--- src/sstf_pkg.sv ---
package sstf_pkg;

  localparam int CYL_FIELD_W  = 16;
  localparam int DIST_FIELD_W = 16;
  localparam int TOTAL_W      = 23;
  localparam int TOTAL_OUT_W  = 22;
  localparam int HEAD_CFG_W   = 16;

  typedef struct packed {
    logic [CYL_FIELD_W-1:0] request_cylinder;
    logic                   last_request;
  } in_word_t;

  typedef struct packed {
    logic [CYL_FIELD_W-1:0]  served_cylinder;
    logic [DIST_FIELD_W-1:0] seek_distance;
    logic [TOTAL_OUT_W-1:0]  running_total;
    logic                    batch_done;
    logic                    dropped;
  } out_word_t;

  typedef enum logic [2:0] {
    ST_LOAD = 3'b001,
    ST_SCAN = 3'b010,
    ST_EMIT = 3'b100
  } state_t;

endpackage

--- src/sstf_ram.sv ---
module sstf_ram #(
  parameter int WIDTH  = 16,
  parameter int DEPTH  = 64,
  parameter int ADDR_W = (DEPTH > 1) ? $clog2(DEPTH) : 1
) (
  input  logic              clk,
  input  logic              wr_en,
  input  logic [ADDR_W-1:0] wr_addr,
  input  logic [WIDTH-1:0]  wr_data,
  input  logic              rd_en,
  input  logic [ADDR_W-1:0] rd_addr,
  output logic [WIDTH-1:0]  rd_data
);

  logic [WIDTH-1:0] mem_r [DEPTH];
  logic [WIDTH-1:0] rd_data_r;

  always_ff @(posedge clk) begin
    if (wr_en) begin
      mem_r[wr_addr] <= wr_data;
    end
    if (rd_en) begin
      rd_data_r <= mem_r[rd_addr];
    end
  end

  assign rd_data = rd_data_r;

endmodule

--- src/sstf_disk_request_scheduler_core.sv ---
// Load: one request word is taken per cycle while the batch is being collected.
// Scheduling: for each served request the scan reads all N stored requests from the
// request memory, one entry per cycle, through a two-stage distance/compare pipeline,
// and the scan starts over from the first entry after every emitted word.
// Reset (rst_n, synchronous, active low) empties the batch, clears the served flags
// and sets the initial head to zero; the request memory itself is not cleared.
module sstf_disk_request_scheduler_core #(
  parameter int MAX_REQUESTS = 64,
  parameter int CYL_BITS     = 16
) (
  input  logic                                   clk,
  input  logic                                   rst_n,
  input  logic                                   in_valid,
  output logic                                   in_stall,
  input  sstf_pkg::in_word_t                     in_word,
  output logic                                   out_valid,
  input  logic                                   out_stall,
  output sstf_pkg::out_word_t                    out_word,
  input  logic                                   cfg_wr_en,
  input  logic [sstf_pkg::HEAD_CFG_W-1:0]        cfg_wr_data
);

  localparam int CNT_W   = $clog2(MAX_REQUESTS + 1);
  localparam int IDX_W   = (MAX_REQUESTS > 1) ? $clog2(MAX_REQUESTS) : 1;
  localparam int CylW    = CYL_BITS;
  localparam int TotW    = sstf_pkg::TOTAL_W;
  localparam int TotOutW = sstf_pkg::TOTAL_OUT_W;
  localparam int DistW   = sstf_pkg::DIST_FIELD_W;
  localparam int CylOutW = sstf_pkg::CYL_FIELD_W;

  sstf_pkg::state_t state_r, state_nxt;

  logic [sstf_pkg::HEAD_CFG_W-1:0] init_head_r, init_head_nxt;
  logic [CNT_W-1:0]        count_r, count_nxt;
  logic [CNT_W-1:0]        picks_r, picks_nxt;
  logic [CNT_W-1:0]        rd_addr_r, rd_addr_nxt;
  logic                    ovf_r, ovf_nxt;
  logic [MAX_REQUESTS-1:0] served_r, served_nxt;
  logic [CylW-1:0]         head_r, head_nxt;
  logic [TotW-1:0]         total_r, total_nxt;

  logic                    s1_v_r, s1_v_nxt;
  logic [IDX_W-1:0]        s1_idx_r, s1_idx_nxt;
  logic                    s2_v_r, s2_v_nxt;
  logic [IDX_W-1:0]        s2_idx_r, s2_idx_nxt;
  logic [CylW-1:0]         s2_d_r, s2_d_nxt;
  logic [CylW-1:0]         s2_cyl_r, s2_cyl_nxt;

  logic                    found_r, found_nxt;
  logic [IDX_W-1:0]        best_idx_r, best_idx_nxt;
  logic [CylW-1:0]         best_d_r, best_d_nxt;
  logic [CylW-1:0]         best_cyl_r, best_cyl_nxt;

  logic                    out_valid_r, out_valid_nxt;
  sstf_pkg::out_word_t     out_word_r, out_word_nxt;

  logic                    ram_we;
  logic                    ram_re;
  logic [CylW-1:0]         ram_wdata;
  logic [CylW-1:0]         ram_rdata;
  logic [CylW-1:0]         seek_d;
  logic [TotW-1:0]         total_sum;
  logic                    last_pick;
  logic                    emit_fire;

  // The memory is written only while loading and read only while scanning,
  // so the state machine itself keeps the two access kinds apart.
  sstf_ram #(
    .WIDTH (CylW),
    .DEPTH (MAX_REQUESTS)
  ) u_store (
    .clk     (clk),
    .wr_en   (ram_we),
    .wr_addr (count_r[IDX_W-1:0]),
    .wr_data (ram_wdata),
    .rd_en   (ram_re),
    .rd_addr (rd_addr_r[IDX_W-1:0]),
    .rd_data (ram_rdata)
  );

  assign ram_wdata = CylW'(in_word.request_cylinder);
  assign seek_d    = (ram_rdata >= head_r) ? (ram_rdata - head_r) : (head_r - ram_rdata);
  assign total_sum = total_r + TotW'(best_d_r);
  assign last_pick = ((picks_r + CNT_W'(1)) == count_r);
  assign emit_fire = (state_r == sstf_pkg::ST_EMIT) && (!out_valid_r || !out_stall);

  always_comb begin
    state_nxt     = state_r;
    init_head_nxt = init_head_r;
    count_nxt     = count_r;
    picks_nxt     = picks_r;
    rd_addr_nxt   = rd_addr_r;
    ovf_nxt       = ovf_r;
    served_nxt    = served_r;
    head_nxt      = head_r;
    total_nxt     = total_r;
    found_nxt     = found_r;
    best_idx_nxt  = best_idx_r;
    best_d_nxt    = best_d_r;
    best_cyl_nxt  = best_cyl_r;
    out_word_nxt  = out_word_r;
    out_valid_nxt = out_valid_r && out_stall;
    ram_we        = 1'b0;
    ram_re        = 1'b0;

    if (cfg_wr_en) begin
      init_head_nxt = cfg_wr_data;
    end

    // Entries already served drop out of the pipeline before the compare.
    s1_v_nxt   = 1'b0;
    s1_idx_nxt = rd_addr_r[IDX_W-1:0];
    s2_v_nxt   = s1_v_r && !served_r[s1_idx_r];
    s2_idx_nxt = s1_idx_r;
    s2_d_nxt   = seek_d;
    s2_cyl_nxt = ram_rdata;

    // A strict compare keeps the earliest loaded entry on a tie.
    if (s2_v_r && (!found_r || (s2_d_r < best_d_r))) begin
      found_nxt    = 1'b1;
      best_idx_nxt = s2_idx_r;
      best_d_nxt   = s2_d_r;
      best_cyl_nxt = s2_cyl_r;
    end

    case (state_r)
      sstf_pkg::ST_LOAD: begin
        if (in_valid) begin
          if (count_r < CNT_W'(MAX_REQUESTS)) begin
            ram_we    = 1'b1;
            count_nxt = count_r + CNT_W'(1);
          end else begin
            ovf_nxt = 1'b1;
          end
          if (in_word.last_request) begin
            head_nxt    = CylW'(init_head_r);
            rd_addr_nxt = '0;
            picks_nxt   = '0;
            found_nxt   = 1'b0;
            state_nxt   = sstf_pkg::ST_SCAN;
          end
        end
      end
      sstf_pkg::ST_SCAN: begin
        if (rd_addr_r < count_r) begin
          ram_re      = 1'b1;
          s1_v_nxt    = 1'b1;
          rd_addr_nxt = rd_addr_r + CNT_W'(1);
        end else if (!s1_v_r && !s2_v_r) begin
          state_nxt = sstf_pkg::ST_EMIT;
        end
      end
      sstf_pkg::ST_EMIT: begin
        if (emit_fire) begin
          out_valid_nxt                = 1'b1;
          out_word_nxt.served_cylinder = CylOutW'(best_cyl_r);
          out_word_nxt.seek_distance   = DistW'(best_d_r);
          out_word_nxt.running_total   = TotOutW'(total_sum);
          out_word_nxt.batch_done      = last_pick;
          out_word_nxt.dropped         = ovf_r;
          served_nxt[best_idx_r]       = 1'b1;
          head_nxt                     = best_cyl_r;
          picks_nxt                    = picks_r + CNT_W'(1);
          rd_addr_nxt                  = '0;
          found_nxt                    = 1'b0;
          if (last_pick) begin
            count_nxt  = '0;
            picks_nxt  = '0;
            served_nxt = '0;
            total_nxt  = '0;
            ovf_nxt    = 1'b0;
            state_nxt  = sstf_pkg::ST_LOAD;
          end else begin
            total_nxt = total_sum;
            state_nxt = sstf_pkg::ST_SCAN;
          end
        end
      end
      default: begin
        state_nxt = sstf_pkg::ST_LOAD;
      end
    endcase
  end

  always_ff @(posedge clk) begin
    if (!rst_n) begin
      state_r     <= sstf_pkg::ST_LOAD;
      init_head_r <= '0;
      count_r     <= '0;
      picks_r     <= '0;
      rd_addr_r   <= '0;
      ovf_r       <= 1'b0;
      served_r    <= '0;
      head_r      <= '0;
      total_r     <= '0;
      s1_v_r      <= 1'b0;
      s2_v_r      <= 1'b0;
      found_r     <= 1'b0;
      out_valid_r <= 1'b0;
    end else begin
      state_r     <= state_nxt;
      init_head_r <= init_head_nxt;
      count_r     <= count_nxt;
      picks_r     <= picks_nxt;
      rd_addr_r   <= rd_addr_nxt;
      ovf_r       <= ovf_nxt;
      served_r    <= served_nxt;
      head_r      <= head_nxt;
      total_r     <= total_nxt;
      s1_v_r      <= s1_v_nxt;
      s2_v_r      <= s2_v_nxt;
      found_r     <= found_nxt;
      out_valid_r <= out_valid_nxt;
    end
  end

  always_ff @(posedge clk) begin
    s1_idx_r   <= s1_idx_nxt;
    s2_idx_r   <= s2_idx_nxt;
    s2_d_r     <= s2_d_nxt;
    s2_cyl_r   <= s2_cyl_nxt;
    best_idx_r <= best_idx_nxt;
    best_d_r   <= best_d_nxt;
    best_cyl_r <= best_cyl_nxt;
    out_word_r <= out_word_nxt;
  end

  assign in_stall  = (state_r != sstf_pkg::ST_LOAD);
  assign out_valid = out_valid_r;
  assign out_word  = out_word_r;

  // Every served flag set so far corresponds to one word already produced.
  a_flags_match_picks: assert property (@(posedge clk) disable iff (!rst_n)
    $countones(served_r) == picks_r)
    else $error("served flag count differs from pick count");

  // A scan only ever starts with at least one stored request.
  a_scan_nonempty: assert property (@(posedge clk) disable iff (!rst_n)
    (state_r == sstf_pkg::ST_SCAN) |-> (count_r != '0))
    else $error("scan entered with an empty batch");

  // After the final word of a batch everything is ready for a fresh batch.
  a_batch_cleared: assert property (@(posedge clk) disable iff (!rst_n)
    (emit_fire && last_pick) |=>
      (count_r == '0 && served_r == '0 && !ovf_r && total_r == '0
       && state_r == sstf_pkg::ST_LOAD))
    else $error("batch state not cleared after the final pick");

  // The head follows the cylinder just served.
  a_head_follows: assert property (@(posedge clk) disable iff (!rst_n)
    emit_fire |=> (head_r == $past(best_cyl_r) && out_valid_r))
    else $error("head position not updated to the served cylinder");

endmodule
--- config.mk ---
export PLATFORM = sky130hd
export DESIGN_NAME = sstf_disk_request_scheduler_core
export DESIGN_NICKNAME = d
export VERILOG_FILES = /design/src/sstf_pkg.sv /design/src/sstf_ram.sv /design/src/sstf_disk_request_scheduler_core.sv
export SDC_FILE = /design/constraint.sdc
export NUM_CORES = 1
export LEC_CHECK = 0
export BUFFER_PORTS_ARGS = -buffer_cell sky130_fd_sc_hd__buf_2
export CAP_MARGIN = 20
export CORE_ASPECT_RATIO = 1.1
export CORE_MARGIN = 3
export CORE_UTILIZATION = 60
export CTS_BUF_LIST = sky130_fd_sc_hd__clkbuf_16
export CTS_CLUSTER_SIZE = 12
export DETAILED_ROUTE_END_ITERATION = 10
export PLACE_DENSITY = 0.77
export SETUP_SLACK_MARGIN = 0.3
export SYNTH_ARGS = -nofsm -noshare
export SYNTH_HDL_FRONTEND = slang
export SYNTH_HIERARCHICAL = 1
export SYNTH_SLANG_ARGS = --single-unit
--- constraint.sdc ---
create_clock -name clk -period 10.1 [get_ports clk]
set_clock_uncertainty 0.15 [all_clocks]
set_input_delay 0.505 -clock clk [delete_from_list [all_inputs] [get_ports clk]]
set_output_delay 0.505 -clock clk [all_outputs]
set_load 0.1 [all_outputs]
==> metrics.txt <==
# TYPE chip_impl_metric gauge
chip_impl_metric{name="p_per_area",unit="nW/um2"} 203.6
chip_impl_info{name="hold_path.class",value="input pin to register"} 1
chip_impl_metric{name="remaining_drc_errors",unit=""} 0
chip_impl_metric{name="vias",unit=""} 29360
chip_impl_metric{name="grt_antenna_before_repair",unit=""} 2
chip_impl_info{name="timing.critical_path.cells",value="buf_4, buf_4, mux4_2, nor2b_1, a211o_1, a31oi_1, a311oi_1"} 1
chip_impl_info{name="ys_top_cells_by_count",value="edfxtp_1 (1134), mux4_2 (241), nor2_1 (215)"} 1
chip_impl_info{name="cts_root_buf",value="clkbuf_16"} 1
chip_impl_metric{name="syn-num-nets",unit=""} 3180
chip_impl_metric{name="leakage",unit="uW"} 0.01932
chip_impl_metric{name="final_max_slew_viol_count",unit=""} 0
chip_impl_metric{name="clock_tree.buffer_depth",unit=""} 3
chip_impl_metric{name="core",unit="um2"} 86950
chip_impl_metric{name="synthMuxAreaShare",unit="%"} 13.25
chip_impl_metric{name="grt_start_max_net_pins",unit=""} 90
chip_impl_metric{name="setup_violations",unit=""} 0
chip_impl_metric{name="io_pins",unit=""} 96
chip_impl_metric{name="drtAntennaViolNets",unit=""} 0
chip_impl_metric{name="synth_seq_cells",unit=""} 1325
chip_impl_metric{name="synth_top_cell_area_share",unit="%"} 64.26
chip_impl_metric{name="detail_route.iter0.violations",unit=""} 3350
chip_impl_metric{name="detail_route.wl_per_cell",unit="um"} 27.78
chip_impl_metric{name="vias_per_cell",unit=""} 6.537
chip_impl_metric{name="drt_pre_antenna_iters",unit=""} 6
chip_impl_metric{name="critical_path_required",unit="ps"} 10400
chip_impl_metric{name="intPower",unit="uW"} 8999
chip_impl_metric{name="rows",unit=""} 113
chip_impl_metric{name="power_frac_comb",unit="%"} 11.4
chip_impl_info{name="unrepaired_setup_endpoints_after_global_routing",value="false"} 1
chip_impl_info{name="run_status",value="completed"} 1
chip_impl_metric{name="seq_power_share",unit="%"} 51.8
chip_impl_metric{name="pwr-share-clk",unit="%"} 36.8
chip_impl_metric{name="synthXorXnorAreaFrac",unit="%"} 0.6280
chip_impl_metric{name="initial_core_util",unit="%"} 60.95
chip_impl_metric{name="tritoncts.num_buffers",unit=""} 134
chip_impl_metric{name="design_power_total",unit="uW"} 11990
chip_impl_metric{name="fraction_of_synthesis_flops_using_an_asynchronous_set_or_reset_pin",unit="%"} 0
chip_impl_metric{name="hold_viol",unit=""} 0
chip_impl_metric{name="max-slew-margin-rel",unit="%"} 22.82
chip_impl_metric{name="nets",unit=""} 3371
chip_impl_metric{name="clock_tree.htree_level_count",unit=""} 4
chip_impl_metric{name="synth_sequential_area_ratio",unit="%"} 71.47
chip_impl_info{name="cp_slowest_cell",value="buf_4"} 1
chip_impl_info{name="most_used_standard_cell_by_instance_count_after_synthesis",value="edfxtp_1"} 1
chip_impl_metric{name="yosys.area_share.adder",unit="%"} 1.790
chip_impl_metric{name="max_cap_violations",unit=""} 0
chip_impl_info{name="netlist.top_cell.by_area",value="edfxtp_1"} 1
chip_impl_metric{name="first_global_vias",unit=""} 29820
chip_impl_metric{name="fin_crit_sh",unit="%"} 44.38
chip_impl_metric{name="synthDistinctLibCells",unit=""} 80
chip_impl_info{name="combinational_family_with_the_most_area_after_synthesis",value="multiplexers"} 1
chip_impl_info{name="tritoncts",value="done"} 1
chip_impl_metric{name="grt_pass1_wl",unit="mm"} 187.2
chip_impl_metric{name="die_h",unit="um"} 317.7
chip_impl_metric{name="hold_slack",unit="ps"} 127.6
chip_impl_metric{name="fin_crit",unit="ps"} 4482
chip_impl_metric{name="maximum_resistive_drop_on_vdd",unit="V"} 0.0002039
chip_impl_metric{name="areaGrowthSynthToFinish",unit="%"} 11.13
chip_impl_metric{name="drt-total-wl",unit="mm"} 124.8
chip_impl_metric{name="post-route-util",unit="%"} 67.73
chip_impl_metric{name="cts.clk_slew.worst_paths",unit="ps"} 60
chip_impl_metric{name="synthesized_instance_count",unit=""} 3068
chip_impl_metric{name="p_switching",unit="uW"} 2994
chip_impl_metric{name="post_synth.cell_area_avg",unit="um2"} 17.27
chip_impl_metric{name="netSwitchingFraction",unit="%"} 24.96
chip_impl_info{name="path_common_cell",value="buf_4"} 1
chip_impl_metric{name="globalRoute.totalOverflow",unit=""} 0
chip_impl_metric{name="clock_sinks",unit=""} 1325
chip_impl_metric{name="chipWidth",unit="um"} 289.4
chip_impl_metric{name="clk_lat_worst_skew",unit="ps"} 750
chip_impl_metric{name="worst-path-max-fanout",unit=""} 55
chip_impl_info{name="criticalPathCategory",value="register to register"} 1
chip_impl_metric{name="portBuffers",unit=""} 95
chip_impl_metric{name="tightest_slew",unit="ps"} 1158
chip_impl_info{name="setup.worst_path.start_class",value="register"} 1
chip_impl_metric{name="data_arrival_time_of_the_critical_path",unit="ps"} 4780
chip_impl_info{name="netlist_top_cells_area",value="edfxtp_1 (64%), mux4_2 (10%), dfxtp_1 (7.2%)"} 1
chip_impl_metric{name="area_fraction_in_compound_gates_after_synthesis",unit="%"} 5.324
chip_impl_metric{name="synth-edff-count",unit=""} 1134
chip_impl_metric{name="synth.yosys.warnings",unit=""} 6
chip_impl_metric{name="post_synthesis_simple_gate_area_fraction",unit="%"} 5.194
chip_impl_metric{name="achievable-frequency",unit="MHz"} 223.1
chip_impl_metric{name="slowest_delay",unit="ps"} 820
chip_impl_metric{name="fp.dieArea",unit="um2"} 91930
chip_impl_info{name="critical_path.endpoint_type",value="register"} 1
chip_impl_metric{name="detailed_place_hpwl",unit="mm"} 74.77
chip_impl_metric{name="fin_setup_tns",unit="ps"} 0
chip_impl_metric{name="gp_routability_congestion",unit=""} 0.8913
chip_impl_info{name="postSynth.topFlopCell",value="edfxtp_1"} 1
chip_impl_metric{name="grt_util_all_layers",unit="%"} 27.58
chip_impl_metric{name="drive_above_1_share",unit="%"} 19.83
chip_impl_metric{name="mappedNetlistArea",unit="um2"} 52990
## logic make-up (layout without fill, tap and decap cells)
logic type	after synthesis	after routing
other	0	3
xor gates and xnor gates	38	38
adders and majority gates	74	74
and+or+nand+nor	589	589
muxes	390	390
buffers and inverters	230	500
DFF	1325	1325
AOI/OAI and AO/OA	422	422
## final timing paths
| path | start | to | slack (ps) | cells after the start |
|---|---|---|---|---|
| worst max-delay path | rd_addr_r[1]$_SDFFE_PN0P_ | u_store/rd_data[11]$_DFFE_PP_ | 5620 | 7 |
| worst min register to register | s1_idx_r[5]$_DFF_P_ | s2_idx_r[5]$_DFF_P_ | 230 | 0 |
| worst max register to register | rd_addr_r[1]$_SDFFE_PN0P_ | u_store/rd_data[11]$_DFFE_PP_ | 5620 | 7 |
| worst min-delay path | rst_n | s2_v_r$_SDFF_PN0_ | 130 | 3 |
## registers in the layout, indices dropped and copies added (netlist names), 16 cells and up
| name | cells |
|---|---|
| out_word | 56 |
| u_store/mem_r | 1024 |
| best_d_r | 16 |
| best_cyl_r | 16 |
| s2_cyl_r | 16 |
| total_r | 22 |
| served_r | 64 |
| u_store/rd_data | 16 |
| init_head_r | 16 |
| s2_d_r | 16 |
| head_r | 16 |
## cell usage in the layout (no fill, tap or decap), drive strengths merged, types with 23 or more instances in the layout
master / instances
nor2b: 38
nor2: 217
nand4: 24
xnor2: 23
o21ai: 42
nand2: 151
inv: 114
nand3: 59
buf: 202
a22oi: 41
mux2: 29
clkbuf: 135
clkinv: 31
a21o: 32
a21oi: 148
mux2i: 116
ha: 71
mux4: 245
a311oi: 24
edfxtp: 1134
dfxtp: 191
## metrics by stage
stage	instance area [um2]	setup slack, ps	instances
2_1_floorplan	52990	6135	3068
3_3_place_gp	54750	5703	4249
4_1_cts	58810	5643	4484
6_report	58890	5618	4491
3_5_place_dp	54780	5654	4252
5_1_grt	58880	5457	4488
## layout make-up
cell class / instances / area, um2
Timing Repair Buffer: 219 / 1506
Multi-Input combinational cell: 1513 / 13940
Antenna cell: 3 / 7.507
Inverter: 66 / 247.7
Tap cell: 1150 / 1439
Clock buffer: 135 / 3378
Fill cell: 5428 / 28060
Sequential cell: 1325 / 37890
Clock inverter: 80 / 483.0
## layer usage
metal | wire length, um | GRT usage (%) | vias to the layer above
met5 | 12 | 0 | -
met3 | 11910 | 5.867 | 344
met1 | 45310 | 36.24 | 14900
met4 | 6696 | 12.97 | 2
li1 | - | - | 12490
met2 | 60840 | 44.44 | 1620
## power by group through the flow
stage	sequential, uW	combinational (uW)	clock (uW)
2_1_floorplan	6390	888	0
3_3_place_gp	6310	1300	0
3_5_place_dp	6320	1340	0
4_1_cts	6210	1350	4470
5_1_grt	6220	1490	4690
6_report	6210	1370	4420
## timing repair
item                       CTS  global route
setup endpoints to repair    0             0
resized for setup            0             0
hold endpoints to repair    17             0
buffers inserted             0             0
hold buffers                17             0
## critical path: cells and delay by family, from the launching register on
family                 cells  cell delay [ps]
buffers and inverters      2             1600
AOI/OAI and AO/OA          3              910
DFF                        1              780
muxes                      1              420
and+or+nand+nor            1              150
No activity file was read; power rests on OpenSTA's default activity.
